**config.mk**
```make
export PLATFORM = sky130hd
export DESIGN_NAME = double_bank_priority_run_queue_top
export DESIGN_NICKNAME = d
export VERILOG_FILES = /design/src/design/dbprq_pkg.sv /design/src/design/double_bank_priority_run_queue_top.sv /design/src/design/dbprq_ram.sv
export VERILOG_INCLUDE_DIRS = /design/src /design/src/design
export SDC_FILE = /design/constraint.sdc
export NUM_CORES = 2
export LEC_CHECK = 0
export BUFFER_PORTS_ARGS = -buffer_cell sky130_fd_sc_hd__buf_2
export CORE_ASPECT_RATIO = 1.25
export CORE_UTILIZATION = 65
export CTS_CLUSTER_DIAMETER = 50
export DETAILED_ROUTE_END_ITERATION = 8
export PLACE_DENSITY = 0.78
export SLEW_MARGIN = 10
export SYNTH_ARGS = -nofsm -noshare
export SYNTH_HDL_FRONTEND = slang
export SYNTH_SLANG_ARGS = --single-unit
```
**constraint.sdc**
```tcl
create_clock -name clk_i -period 11.5 [get_ports clk_i]
set_clock_uncertainty 0.05 [all_clocks]
set_input_delay 0.575 -clock clk_i [delete_from_list [all_inputs] [get_ports clk_i]]
set_output_delay 0.575 -clock clk_i [all_outputs]
set_load 0.02 [all_outputs]
```
**src/design/double_bank_priority_run_queue_top_defines.svh**
```systemverilog
// ----------------------------------------------------------------------------
// Run queue assertion macros
// Shared macros for the concurrent checks of the run queue.
// ----------------------------------------------------------------------------
`ifndef DOUBLE_BANK_PRIORITY_RUN_QUEUE_TOP_DEFINES_SVH
`define DOUBLE_BANK_PRIORITY_RUN_QUEUE_TOP_DEFINES_SVH

`define DBPRQ_ASSERT_SAME(lbl, ante, cons) \
  lbl: assert property (@(posedge clk_i) disable iff (!rst_ni) (ante) |-> (cons)) \
    else $error("run queue check failed");

`define DBPRQ_ASSERT_NEXT(lbl, ante, cons) \
  lbl: assert property (@(posedge clk_i) disable iff (!rst_ni) (ante) |=> (cons)) \
    else $error("run queue check failed");

`endif

```
**src/design/dbprq_pkg.sv**
```systemverilog
// ----------------------------------------------------------------------------
// Run queue package
// Command and status codes, defaults and the timeslice table.
// ----------------------------------------------------------------------------
package dbprq_pkg;

  localparam int DEF_THREAD_SLOTS = 64;
  localparam int DEF_PRIO_LEVELS  = 13;

  localparam logic [3:0] CFG_RESET = 4'd11;

  localparam logic [2:0] CMD_WAKE    = 3'd0;
  localparam logic [2:0] CMD_REQUEUE = 3'd1;
  localparam logic [2:0] CMD_REMOVE  = 3'd2;
  localparam logic [2:0] CMD_PICK    = 3'd3;
  localparam logic [2:0] CMD_INSERT  = 3'd4;

  localparam logic [1:0] ST_DONE   = 2'd0;
  localparam logic [1:0] ST_PICKED = 2'd1;
  localparam logic [1:0] ST_NONE   = 2'd2;

  function automatic logic [2:0] slice_of(input int unsigned lvl);
    logic [2:0] s;
    priority if (lvl < 2) begin
      s = 3'd5;
    end else if (lvl < 5) begin
      s = 3'd4;
    end else if (lvl < 9) begin
      s = 3'd3;
    end else if (lvl < 11) begin
      s = 3'd2;
    end else begin
      s = 3'd1;
    end
    return s;
  endfunction

endpackage

```
**src/design/double_bank_priority_run_queue_top.sv**
```systemverilog
// ----------------------------------------------------------------------------
// Double bank priority run queue
// Active and pending banks of doubly linked per-priority thread queues.
// ----------------------------------------------------------------------------
// Channel   Direction  Handshake               Payload
// command   in         start && !busy          command_i, thread_id_i, prio_i
// result    out        done_o (one cycle)      status_o ... queued_count_o
// config    in         cfg_we_i                cfg_wdata_i
//
// A wake, insert or requeue unlinks a queued thread (S_UL0 to S_UL2), then
// links it into the pending bank (S_P0 to S_P2); a remove only unlinks it. A
// pick scans one level per cycle from the cursor, then the other bank, and
// pops the first head found (S_PK); the result comes on the cycle after S_FIN.
// Reset empties every queue at once; the receiver cannot stall.
`include "double_bank_priority_run_queue_top_defines.svh"

module double_bank_priority_run_queue_top #(
  parameter int THREAD_SLOTS = dbprq_pkg::DEF_THREAD_SLOTS,
  parameter int PRIO_LEVELS  = dbprq_pkg::DEF_PRIO_LEVELS
) (
  input  logic       clk_i,
  input  logic       rst_ni,
  input  logic       start,
  output logic       busy,
  input  logic [2:0] command_i,
  input  logic [5:0] thread_id_i,
  input  logic [3:0] prio_i,
  input  logic       cfg_we_i,
  input  logic [3:0] cfg_wdata_i,
  output logic       done_o,
  output logic [1:0] status_o,
  output logic [5:0] picked_thread_o,
  output logic [3:0] picked_prio_o,
  output logic [2:0] timeslice_o,
  output logic [6:0] queued_count_o
);
  import dbprq_pkg::*;

  localparam int TW = $clog2(THREAD_SLOTS);
  localparam int LW = TW + 1;
  localparam int PW = $clog2(PRIO_LEVELS);
  localparam int QN = 2 * PRIO_LEVELS;
  localparam int QW = $clog2(QN);
  localparam logic [LW-1:0] NIL = LW'(THREAD_SLOTS);
  localparam logic [PW-1:0] LAST_LVL = PW'(PRIO_LEVELS - 1);

  localparam logic [3:0] S_IDLE = 4'd0;
  localparam logic [3:0] S_UL0  = 4'd1;
  localparam logic [3:0] S_UL1  = 4'd2;
  localparam logic [3:0] S_UL2  = 4'd3;
  localparam logic [3:0] S_P0   = 4'd4;
  localparam logic [3:0] S_P1   = 4'd5;
  localparam logic [3:0] S_P2   = 4'd6;
  localparam logic [3:0] S_SCAN = 4'd7;
  localparam logic [3:0] S_PK   = 4'd8;
  localparam logic [3:0] S_FIN  = 4'd9;

  function automatic logic [PW-1:0] sat_lvl(input logic [3:0] v);
    return (32'(v) >= PRIO_LEVELS) ? LAST_LVL : PW'(v);
  endfunction

  function automatic logic [QW-1:0] qidx(input logic b, input logic [PW-1:0] l);
    return b ? QW'(PRIO_LEVELS + 32'(l)) : QW'(l);
  endfunction

  logic [3:0]          state_q, state_d;
  logic [2:0]          cmd_q, cmd_d;
  logic [TW-1:0]       t_q, t_d;
  logic [PW-1:0]       ins_lvl_q, ins_lvl_d;
  logic [LW-1:0]       hsave_q, hsave_d;
  logic [QW-1:0]       qa_q, qa_d;
  logic                sb_q, sb_d;
  logic [PW-1:0]       sl_q, sl_d;
  logic                swapped_q, swapped_d;
  logic                active_q, active_d;
  logic [PW-1:0]       cursor_q, cursor_d;
  logic [6:0]          load_q, load_d;
  logic [3:0]          cfg_q;
  logic [THREAD_SLOTS-1:0] queued_q;
  logic [LW-1:0]       hd_q [QN];
  logic [LW-1:0]       tl_q [QN];
  logic [1:0]          status_q, status_d;
  logic [5:0]          pt_q, pt_d;
  logic [3:0]          pp_q, pp_d;
  logic [2:0]          ts_q, ts_d;
  logic                done_q, done_d;

  logic          hd_we, tl_we, q_set, q_clr;
  logic [LW-1:0] hd_wd, tl_wd;
  logic [TW-1:0] q_addr;
  logic          nx_we, pv_we, lb_we, rd_re, nx_re;
  logic [TW-1:0] nx_wa, pv_wa, nx_ra;
  logic [LW-1:0] nx_wd, pv_wd, nx_rd, pv_rd;
  logic [PW:0]   lb_wd, lb_rd;

  logic          accept, tok;
  logic [PW-1:0] in_lvl, lim_lvl, rd_lvl, lvl_sel;
  logic          rd_bank;
  logic [LW-1:0] hd_cur, tl_cur;

  assign accept  = start && !busy;
  assign tok     = 32'(thread_id_i) < THREAD_SLOTS;
  assign lim_lvl = sat_lvl(cfg_q);
  assign in_lvl  = (command_i == CMD_WAKE && sat_lvl(prio_i) > lim_lvl) ? lim_lvl
                                                                         : sat_lvl(prio_i);
  assign rd_lvl  = lb_rd[PW-1:0];
  assign rd_bank = lb_rd[PW];
  assign lvl_sel = (cmd_q == CMD_REQUEUE) ? rd_lvl : ins_lvl_q;
  assign hd_cur  = hd_q[qa_q];
  assign tl_cur  = tl_q[qa_q];

  always_comb begin
    state_d   = state_q;
    cmd_d     = cmd_q;
    t_d       = t_q;
    ins_lvl_d = ins_lvl_q;
    hsave_d   = hsave_q;
    qa_d      = qa_q;
    sb_d      = sb_q;
    sl_d      = sl_q;
    swapped_d = swapped_q;
    active_d  = active_q;
    cursor_d  = cursor_q;
    load_d    = load_q;
    status_d  = status_q;
    pt_d      = pt_q;
    pp_d      = pp_q;
    ts_d      = ts_q;
    done_d    = 1'b0;
    hd_we = 1'b0; hd_wd = NIL;
    tl_we = 1'b0; tl_wd = NIL;
    q_set = 1'b0; q_clr = 1'b0; q_addr = t_q;
    nx_we = 1'b0; nx_wa = t_q; nx_wd = NIL;
    pv_we = 1'b0; pv_wa = t_q; pv_wd = NIL;
    lb_we = 1'b0; lb_wd = {~active_q, lvl_sel};
    rd_re = 1'b0; nx_re = 1'b0; nx_ra = t_q;
    unique case (state_q)
      S_IDLE: begin
        if (accept) begin
          cmd_d     = command_i;
          t_d       = TW'(thread_id_i);
          ins_lvl_d = in_lvl;
          status_d  = ST_DONE;
          pt_d      = '0;
          pp_d      = '0;
          ts_d      = '0;
          rd_re     = 1'b1;
          nx_re     = 1'b1;
          nx_ra     = TW'(thread_id_i);
          if (tok && (command_i == CMD_WAKE || command_i == CMD_INSERT)) begin
            if (load_q != 7'd127) load_d = load_q + 7'd1;
          end else if (tok && command_i == CMD_REMOVE) begin
            if (load_q != 7'd0) load_d = load_q - 7'd1;
          end
          if (tok && (command_i == CMD_WAKE || command_i == CMD_INSERT ||
                      command_i == CMD_REQUEUE || command_i == CMD_REMOVE)) begin
            state_d = S_UL0;
          end else if (command_i == CMD_PICK) begin
            sb_d      = active_q;
            sl_d      = cursor_q;
            swapped_d = 1'b0;
            qa_d      = qidx(active_q, cursor_q);
            state_d   = S_SCAN;
          end else begin
            state_d = S_FIN;
          end
        end
      end
      S_UL0: begin
        if (queued_q[t_q]) begin
          qa_d    = qidx(rd_bank, rd_lvl);
          state_d = S_UL1;
        end else begin
          state_d = (cmd_q == CMD_REMOVE) ? S_FIN : S_P0;
        end
      end
      S_UL1: begin
        if (tl_cur == LW'(t_q)) begin
          tl_we = 1'b1;
          tl_wd = pv_rd;
        end
        if (hd_cur == LW'(t_q)) begin
          hd_we = 1'b1;
          hd_wd = nx_rd;
        end
        if (pv_rd != NIL) begin
          nx_we = 1'b1;
          nx_wa = pv_rd[TW-1:0];
          nx_wd = nx_rd;
        end
        state_d = S_UL2;
      end
      S_UL2: begin
        if (nx_rd != NIL) begin
          pv_we = 1'b1;
          pv_wa = nx_rd[TW-1:0];
          pv_wd = pv_rd;
        end
        q_clr   = 1'b1;
        state_d = (cmd_q == CMD_REMOVE) ? S_FIN : S_P0;
      end
      S_P0: begin
        qa_d    = qidx(~active_q, lvl_sel);
        lb_we   = 1'b1;
        state_d = S_P1;
      end
      S_P1: begin
        q_set = 1'b1;
        nx_we = 1'b1;
        pv_we = 1'b1;
        if (cmd_q == CMD_REQUEUE) begin
          pv_wd   = tl_cur;
          nx_wd   = NIL;
          tl_we   = 1'b1;
          tl_wd   = LW'(t_q);
          hd_we   = (tl_cur == NIL);
          hd_wd   = LW'(t_q);
          hsave_d = tl_cur;
        end else begin
          nx_wd   = hd_cur;
          pv_wd   = NIL;
          hd_we   = 1'b1;
          hd_wd   = LW'(t_q);
          tl_we   = (hd_cur == NIL);
          tl_wd   = LW'(t_q);
          hsave_d = hd_cur;
        end
        state_d = S_P2;
      end
      S_P2: begin
        if (hsave_q != NIL) begin
          if (cmd_q == CMD_REQUEUE) begin
            nx_we = 1'b1;
            nx_wa = hsave_q[TW-1:0];
            nx_wd = LW'(t_q);
          end else begin
            pv_we = 1'b1;
            pv_wa = hsave_q[TW-1:0];
            pv_wd = LW'(t_q);
          end
        end
        state_d = S_FIN;
      end
      S_SCAN: begin
        if (hd_cur != NIL) begin
          hsave_d = hd_cur;
          nx_re   = 1'b1;
          nx_ra   = hd_cur[TW-1:0];
          state_d = S_PK;
        end else if (sl_q == LAST_LVL) begin
          if (swapped_q) begin
            status_d = ST_NONE;
            state_d  = S_FIN;
          end else begin
            sb_d      = ~sb_q;
            sl_d      = '0;
            swapped_d = 1'b1;
            qa_d      = qidx(~sb_q, '0);
          end
        end else begin
          sl_d = sl_q + PW'(1);
          qa_d = qidx(sb_q, sl_q + PW'(1));
        end
      end
      S_PK: begin
        hd_we = 1'b1;
        hd_wd = nx_rd;
        if (tl_cur == hsave_q) begin
          tl_we = 1'b1;
          tl_wd = NIL;
        end
        if (nx_rd != NIL) begin
          pv_we = 1'b1;
          pv_wa = nx_rd[TW-1:0];
          pv_wd = NIL;
        end
        q_clr    = 1'b1;
        q_addr   = hsave_q[TW-1:0];
        active_d = sb_q;
        cursor_d = sl_q;
        status_d = ST_PICKED;
        pt_d     = 6'(hsave_q);
        pp_d     = 4'(sl_q);
        ts_d     = slice_of(32'(sl_q));
        state_d  = S_FIN;
      end
      S_FIN: begin
        done_d  = 1'b1;
        state_d = S_IDLE;
      end
      default: begin
        state_d = S_IDLE;
      end
    endcase
  end

  always_ff @(posedge clk_i or negedge rst_ni) begin
    if (!rst_ni) begin
      state_q   <= S_IDLE;
      active_q  <= 1'b0;
      cursor_q  <= '0;
      load_q    <= '0;
      cfg_q     <= CFG_RESET;
      queued_q  <= '0;
      done_q    <= 1'b0;
      for (int i = 0; i < QN; i++) begin
        hd_q[i] <= NIL;
        tl_q[i] <= NIL;
      end
    end else begin
      state_q  <= state_d;
      active_q <= active_d;
      cursor_q <= cursor_d;
      load_q   <= load_d;
      done_q   <= done_d;
      if (cfg_we_i) cfg_q <= cfg_wdata_i;
      if (q_set) queued_q[q_addr] <= 1'b1;
      if (q_clr) queued_q[q_addr] <= 1'b0;
      if (hd_we) hd_q[qa_q] <= hd_wd;
      if (tl_we) tl_q[qa_q] <= tl_wd;
    end
  end

  always_ff @(posedge clk_i) begin
    cmd_q     <= cmd_d;
    t_q       <= t_d;
    ins_lvl_q <= ins_lvl_d;
    hsave_q   <= hsave_d;
    qa_q      <= qa_d;
    sb_q      <= sb_d;
    sl_q      <= sl_d;
    swapped_q <= swapped_d;
    status_q  <= status_d;
    pt_q      <= pt_d;
    pp_q      <= pp_d;
    ts_q      <= ts_d;
  end

  dbprq_ram #(.W(LW), .D(THREAD_SLOTS)) u_next (
    .clk_i   (clk_i),
    .we_i    (nx_we),
    .waddr_i (nx_wa),
    .wdata_i (nx_wd),
    .re_i    (nx_re),
    .raddr_i (nx_ra),
    .rdata_o (nx_rd)
  );

  dbprq_ram #(.W(LW), .D(THREAD_SLOTS)) u_prev (
    .clk_i   (clk_i),
    .we_i    (pv_we),
    .waddr_i (pv_wa),
    .wdata_i (pv_wd),
    .re_i    (rd_re),
    .raddr_i (t_d),
    .rdata_o (pv_rd)
  );

  dbprq_ram #(.W(PW + 1), .D(THREAD_SLOTS)) u_level (
    .clk_i   (clk_i),
    .we_i    (lb_we),
    .waddr_i (t_q),
    .wdata_i (lb_wd),
    .re_i    (rd_re),
    .raddr_i (t_d),
    .rdata_o (lb_rd)
  );

  assign busy            = (state_q != S_IDLE);
  assign done_o          = done_q;
  assign status_o        = status_q;
  assign picked_thread_o = pt_q;
  assign picked_prio_o   = pp_q;
  assign timeslice_o     = ts_q;
  assign queued_count_o  = load_q;

  `DBPRQ_ASSERT_SAME(a_done_idle, done_o, !busy)
  `DBPRQ_ASSERT_NEXT(a_start_busy, accept, busy)
  `DBPRQ_ASSERT_SAME(a_none_zero, done_o && status_o == ST_NONE, picked_thread_o == 6'd0)
  `DBPRQ_ASSERT_NEXT(a_load_hold, !accept, $stable(load_q))

endmodule

```
**src/design/dbprq_ram.sv**
```systemverilog
// ----------------------------------------------------------------------------
// Run queue link memory
// One write port and one read port with registered read data.
// ----------------------------------------------------------------------------
module dbprq_ram #(
  parameter int W = 7,
  parameter int D = 64
) (
  input  logic                 clk_i,
  input  logic                 we_i,
  input  logic [$clog2(D)-1:0] waddr_i,
  input  logic [W-1:0]         wdata_i,
  input  logic                 re_i,
  input  logic [$clog2(D)-1:0] raddr_i,
  output logic [W-1:0]         rdata_o
);

  logic [W-1:0] mem_q [D];
  logic [W-1:0] rdata_q;

  always_ff @(posedge clk_i) begin
    if (we_i) begin
      mem_q[waddr_i] <= wdata_i;
    end
    if (re_i) begin
      rdata_q <= mem_q[raddr_i];
    end
  end

  assign rdata_o = rdata_q;

endmodule

```
==> insert_results.sql <==
INSERT INTO impl_metrics (metric_group, metric, value, unit) VALUES
('clock_tree', 'post_cts_buffers', '0', ''),
('route', 'route.antenna.remaining_nets', '0', ''),
('setup_path', 'timing.critical_path.arrival', '7.46', 'ns'),
('floorplan', 'placeableCoreArea', '0.113', 'mm^2'),
('power_and_ir_drop', 'clkPwrFrac', '26.2', '%'),
('worst_hold_path', 'type_of_the_worst_min_delay_path', 'input pin to flip-flop', ''),
('yosys', 'dominantRegCellSynth', 'sky130_fd_sc_hd__edfxtp_1', ''),
('floorplan', 'die_x', '305', 'um'),
('clock_tree', 'clockRootBuffer', 'sky130_fd_sc_hd__clkbuf_16', ''),
('sta', 'final.min_clock_period', '6.84', 'ns'),
('route', 'detail_route.vias_per_cell', '6.73', ''),
('global_routing', 'grt_max_degree', '200', ''),
('route', 'detail_route.drc_violations', '0', ''),
('place', 'detailedPlace.worstSlack', '4.94', 'ns'),
('yosys', 'synth_async_sr_flop_share', '26.0', '%'),
('final_layout', 'syn2layout_area_growth', '9.40', '%'),
('global_routing', 'track_usage', '32.9', '%'),
('final_layout', 'layout.cell_area.non_filler', '0.0815', 'mm^2'),
('floorplan', 'die_area', '0.116', 'mm^2'),
('sta', 'fin_tns_setup', '0', 'ns'),
('clock_tree', 'cts_tree', 'done', ''),
('final_layout', 'core_occupancy_in_the_finished_layout', '71.9', '%'),
('power_and_ir_drop', 'p_leak', '30.6', 'nW'),
('route', 'routed-via-count', '50100', ''),
('clock_tree', 'h_tree_depth', '4', ''),
('yosys', 'post_synth.cell_area_avg', '12.6', 'um^2'),
('clock_tree', 'number_of_buffers_added_by_the_clock_tree_synthesis_step', '166', ''),
('yosys', 'ys_seq_area_share', '66.7', '%'),
('yosys', 'synth.yosys.warnings', '0', ''),
('route', 'route.detailed.wl_per_inst', '25.7', 'um'),
('place', 'dp_hpwl', '115000', 'um'),
('setup_path', 'ff2ff_path_depth', '14', ''),
('place', 'dpl-instance-area', '0.0759', 'mm^2'),
('yosys', 'synth_area_leaders', 'sky130_fd_sc_hd__edfxtp_1 (51%), sky130_fd_sc_hd__dfrtp_1 (13%), sky130_fd_sc_hd__nand2_1 (6.4%)', ''),
('final_layout', 'fin_nets', '5856', ''),
('clock_tree', 'clock_slew_at_reported_path_ffs', '0.06', 'ns'),
('sta', 'fin_crit_sh', '59.4', '%'),
('setup_path', 'setup.reg_to_reg.worst_slack', '4.66', 'ns'),
('power_and_ir_drop', 'p_sw', '8.10', 'mW'),
('route', 'drt_pass1_iterations', '6', ''),
('clock_tree', 'cts_max_path_buffers', '3', ''),
('yosys', 'synthDominantAreaCellType', 'sky130_fd_sc_hd__edfxtp_1', ''),
('floorplan', 'effective_utilization_at_floorplan', '65.7', '%'),
('setup_path', 'beginning_of_the_worst_register_to_register_path', 'qa_q[0]', ''),
('power_and_ir_drop', 'switching_share', '38.6', '%'),
('worst_hold_path', 'hold_path_startpoint', 'cfg_we_i', ''),
('global_routing', 'grt_overflow', '0', ''),
('sta', 'tightest_slew', '1.37', 'ns'),
('yosys', 'syn-instance-count', '5899', ''),
('yosys', 'synth_edf_count', '1275', ''),
('sta', 'slew_viol_final', '0', ''),
('run_status', 'status', 'complete, no violations', ''),
('sta', 'achievable_freq', '146', 'MHz'),
('sta', 'report.final.setup_viol', '0', ''),
('place', 'io_buffers', '44', ''),
('sta', 'finalHoldViolations', '0', ''),
('sta', 'max-slew-margin-rel', '8.08', '%'),
('sta', 'timing.final.ws_setup', '4.66', 'ns'),
('place', 'gpl.final_weighted_congestion', '0.925', ''),
('power_and_ir_drop', 'power_per_unit_of_standard_cell_area', '257', 'mW/mm^2'),
('clock_tree', 'worstSkewPairLatency', '0.81', 'ns'),
('power_and_ir_drop', 'p_total', '21.0', 'mW'),
('power_and_ir_drop', 'comb_power_share', '36.2', '%'),
('global_routing', 'grt_first_pass_wirelength', '290000', 'um'),
('setup_path', 'setup.worst_path.start_class', 'flip-flop', ''),
('power_and_ir_drop', 'internal-power', '12.9', 'mW'),
('power_and_ir_drop', 'ir_drop', '0.306', 'mV'),
('yosys', 'synth_cell_types', '90', ''),
('floorplan', 'placementRows', '138', ''),
('yosys', 'ys_seq_elements', '1730', ''),
('final_layout', 'nFillCells', '7208', '');
[repair_timing]
| item | CTS | global route |
|---|---|---|
| resized for setup | 0 | 0 |
| endpoints found under the hold margin | 97 | 0 |
| hold buffers | 9 | 0 |
| endpoints found under the setup margin | 0 | 0 |
[cell usage after synthesis (25+ instances only)]
cell / instances
sky130_fd_sc_hd__nor2_1: 329
sky130_fd_sc_hd__inv_1: 35
sky130_fd_sc_hd__a31oi_1: 89
sky130_fd_sc_hd__mux2i_1: 114
sky130_fd_sc_hd__a32oi_1: 44
sky130_fd_sc_hd__dfrtp_1: 394
sky130_fd_sc_hd__a22oi_1: 48
sky130_fd_sc_hd__mux4_2: 42
sky130_fd_sc_hd__buf_1: 32
sky130_fd_sc_hd__nor3_1: 46
sky130_fd_sc_hd__edfxtp_1: 1275
sky130_fd_sc_hd__nand3_1: 555
sky130_fd_sc_hd__buf_2: 38
sky130_fd_sc_hd__clkbuf_1: 290
sky130_fd_sc_hd__nand4_1: 43
sky130_fd_sc_hd__xnor2_1: 28
sky130_fd_sc_hd__and3_1: 74
sky130_fd_sc_hd__mux2_2: 330
sky130_fd_sc_hd__mux4_1: 25
sky130_fd_sc_hd__dfstp_2: 55
sky130_fd_sc_hd__a311oi_1: 133
sky130_fd_sc_hd__a21oi_1: 201
sky130_fd_sc_hd__o21ai_0: 47
sky130_fd_sc_hd__nand2_1: 1271
[metal layers]
layer / vias to the layer above / share of wire, % / global-route usage [%]
met5: - / 0.014 / 0
met4: 4 / 5.7 / 17.3
met3: 638 / 8.6 / 5.55
met2: 2942 / 49 / 53.1
met1: 24900 / 37 / 43.0
li1: 21600 / - / -
[final cells by class]
cell class              instances  area, um^2  share of cell area [%]
flip-flops and latches       1730       49700                    61.0
multi-input cells            3753       23300                    28.6
clock buffers                 234        4750                    5.83
well taps                    1470        1840                    2.26
repair buffers                130         973                    1.19
clock inverters                75         759                   0.932
inverters                      37         151                   0.186
diodes                          5        12.5                  0.0153
[power by group through the flow]
stage | clock [mW] | sequential, mW | combinational (mW)
after floorplan | 0 | 7.90 | 5.08
after global placement | 0 | 7.98 | 7.18
after detailed placement | 0 | 8.00 | 7.36
after CTS | 5.53 | 7.87 | 7.42
after global routing | 5.75 | 7.93 | 8.07
final | 5.50 | 7.89 | 7.59
[logic make-up after synthesis]
| logic type | synth area share [%] |
|---|---|
| AND/OR/NAND/NOR | 14.9 |
| XOR/XNOR | 0.458 |
| flip-flops | 66.7 |
| AO/OA/AOI/OAI | 6.47 |
| adder cells (fa/ha/maj) | 0.296 |
| multiplexers | 8.84 |
| buffers and inverters | 2.34 |
[critical path, cell delays in order, from the launching register on]
cell and delay [ns]:
sky130_fd_sc_hd__edfxtp_1 0.35, sky130_fd_sc_hd__buf_4 0.68, sky130_fd_sc_hd__nor2_1 0.22, sky130_fd_sc_hd__and2_1 0.43, sky130_fd_sc_hd__a222oi_1 0.47, sky130_fd_sc_hd__nand4_1 0.44
sky130_fd_sc_hd__or4_1 0.76, sky130_fd_sc_hd__o31ai_4 0.22, sky130_fd_sc_hd__buf_4 0.88, sky130_fd_sc_hd__buf_4 0.79, sky130_fd_sc_hd__nand2_1 0.12, sky130_fd_sc_hd__a32oi_1 0.22
sky130_fd_sc_hd__a31oi_1 0.12, sky130_fd_sc_hd__nor4_1 0.55, sky130_fd_sc_hd__and3_1 0.24
[state kept, by name (all words and copies together), names as in the netlist, 4 cells and up]
register,cells
u_next.rdata_o,7
u_level.mem_q,320
picked_prio_o,4
hsave_q,7
u_next.mem_q,448
t_q,6
cfg_q,4
ins_lvl_q,4
hd_q,182
picked_thread_o,6
cursor_q,4
u_prev.rdata_o,7
sl_q,4
u_level.rdata_o,5
u_prev.mem_q,448
queued_q,64
state_q,4
qa_q,5
tl_q,182
queued_count_o,7
[final timing paths]
kind                                           to
worst min-delay path                     cfg_q[1]
min in group asynchronous                tl_q[82]
worst max-delay path            u_next.rdata_o[1]
worst max register to register  u_next.rdata_o[1]
max in group asynchronous                hd_q[43]
worst min register to register           tl_q[77]
[per-stage QoR]
step	instances	hold slack [ns]
3_3_place_gp	7111	0.409
3_5_place_dp	7111	0.421
4_1_cts	7429	0.0129
2_1_floorplan	5899	0.229
6_report	7434	0.0588
5_1_grt	7432	0.0591
[layout by cell type (no fill, tap or decap), types with 22 or more instances in the layout]
cell type                   netlist  layout
sky130_fd_sc_hd__clkbuf_1       290      39
sky130_fd_sc_hd__dfstp_2         55      55
sky130_fd_sc_hd__buf_4           10      71
sky130_fd_sc_hd__and3_1          74      74
sky130_fd_sc_hd__mux4_1          25      25
sky130_fd_sc_hd__clkbuf_16        0     172
sky130_fd_sc_hd__mux4_2          42      42
sky130_fd_sc_hd__a22oi_1         48      48
sky130_fd_sc_hd__xnor2_1         28      28
sky130_fd_sc_hd__nor3_1          46      46
sky130_fd_sc_hd__inv_1           35      29
sky130_fd_sc_hd__nand3_1        555     554
sky130_fd_sc_hd__mux2_2         330     330
sky130_fd_sc_hd__nor2b_1         22      22
sky130_fd_sc_hd__dfrtp_1        394     394
sky130_fd_sc_hd__mux2i_1        114     112
sky130_fd_sc_hd__o21ai_0         47      37
sky130_fd_sc_hd__nor2_4          24      27
sky130_fd_sc_hd__a21oi_1        201     197
sky130_fd_sc_hd__nand2_1       1271    1269
sky130_fd_sc_hd__edfxtp_1      1275    1275
sky130_fd_sc_hd__a311oi_1       133     133
sky130_fd_sc_hd__nand4_1         43      43
sky130_fd_sc_hd__buf_2           38      43
sky130_fd_sc_hd__nor2_1         329     325
sky130_fd_sc_hd__a32oi_1         44      44
sky130_fd_sc_hd__a31oi_1         89      89
Note: power is estimated with default switching activity, not from simulation.
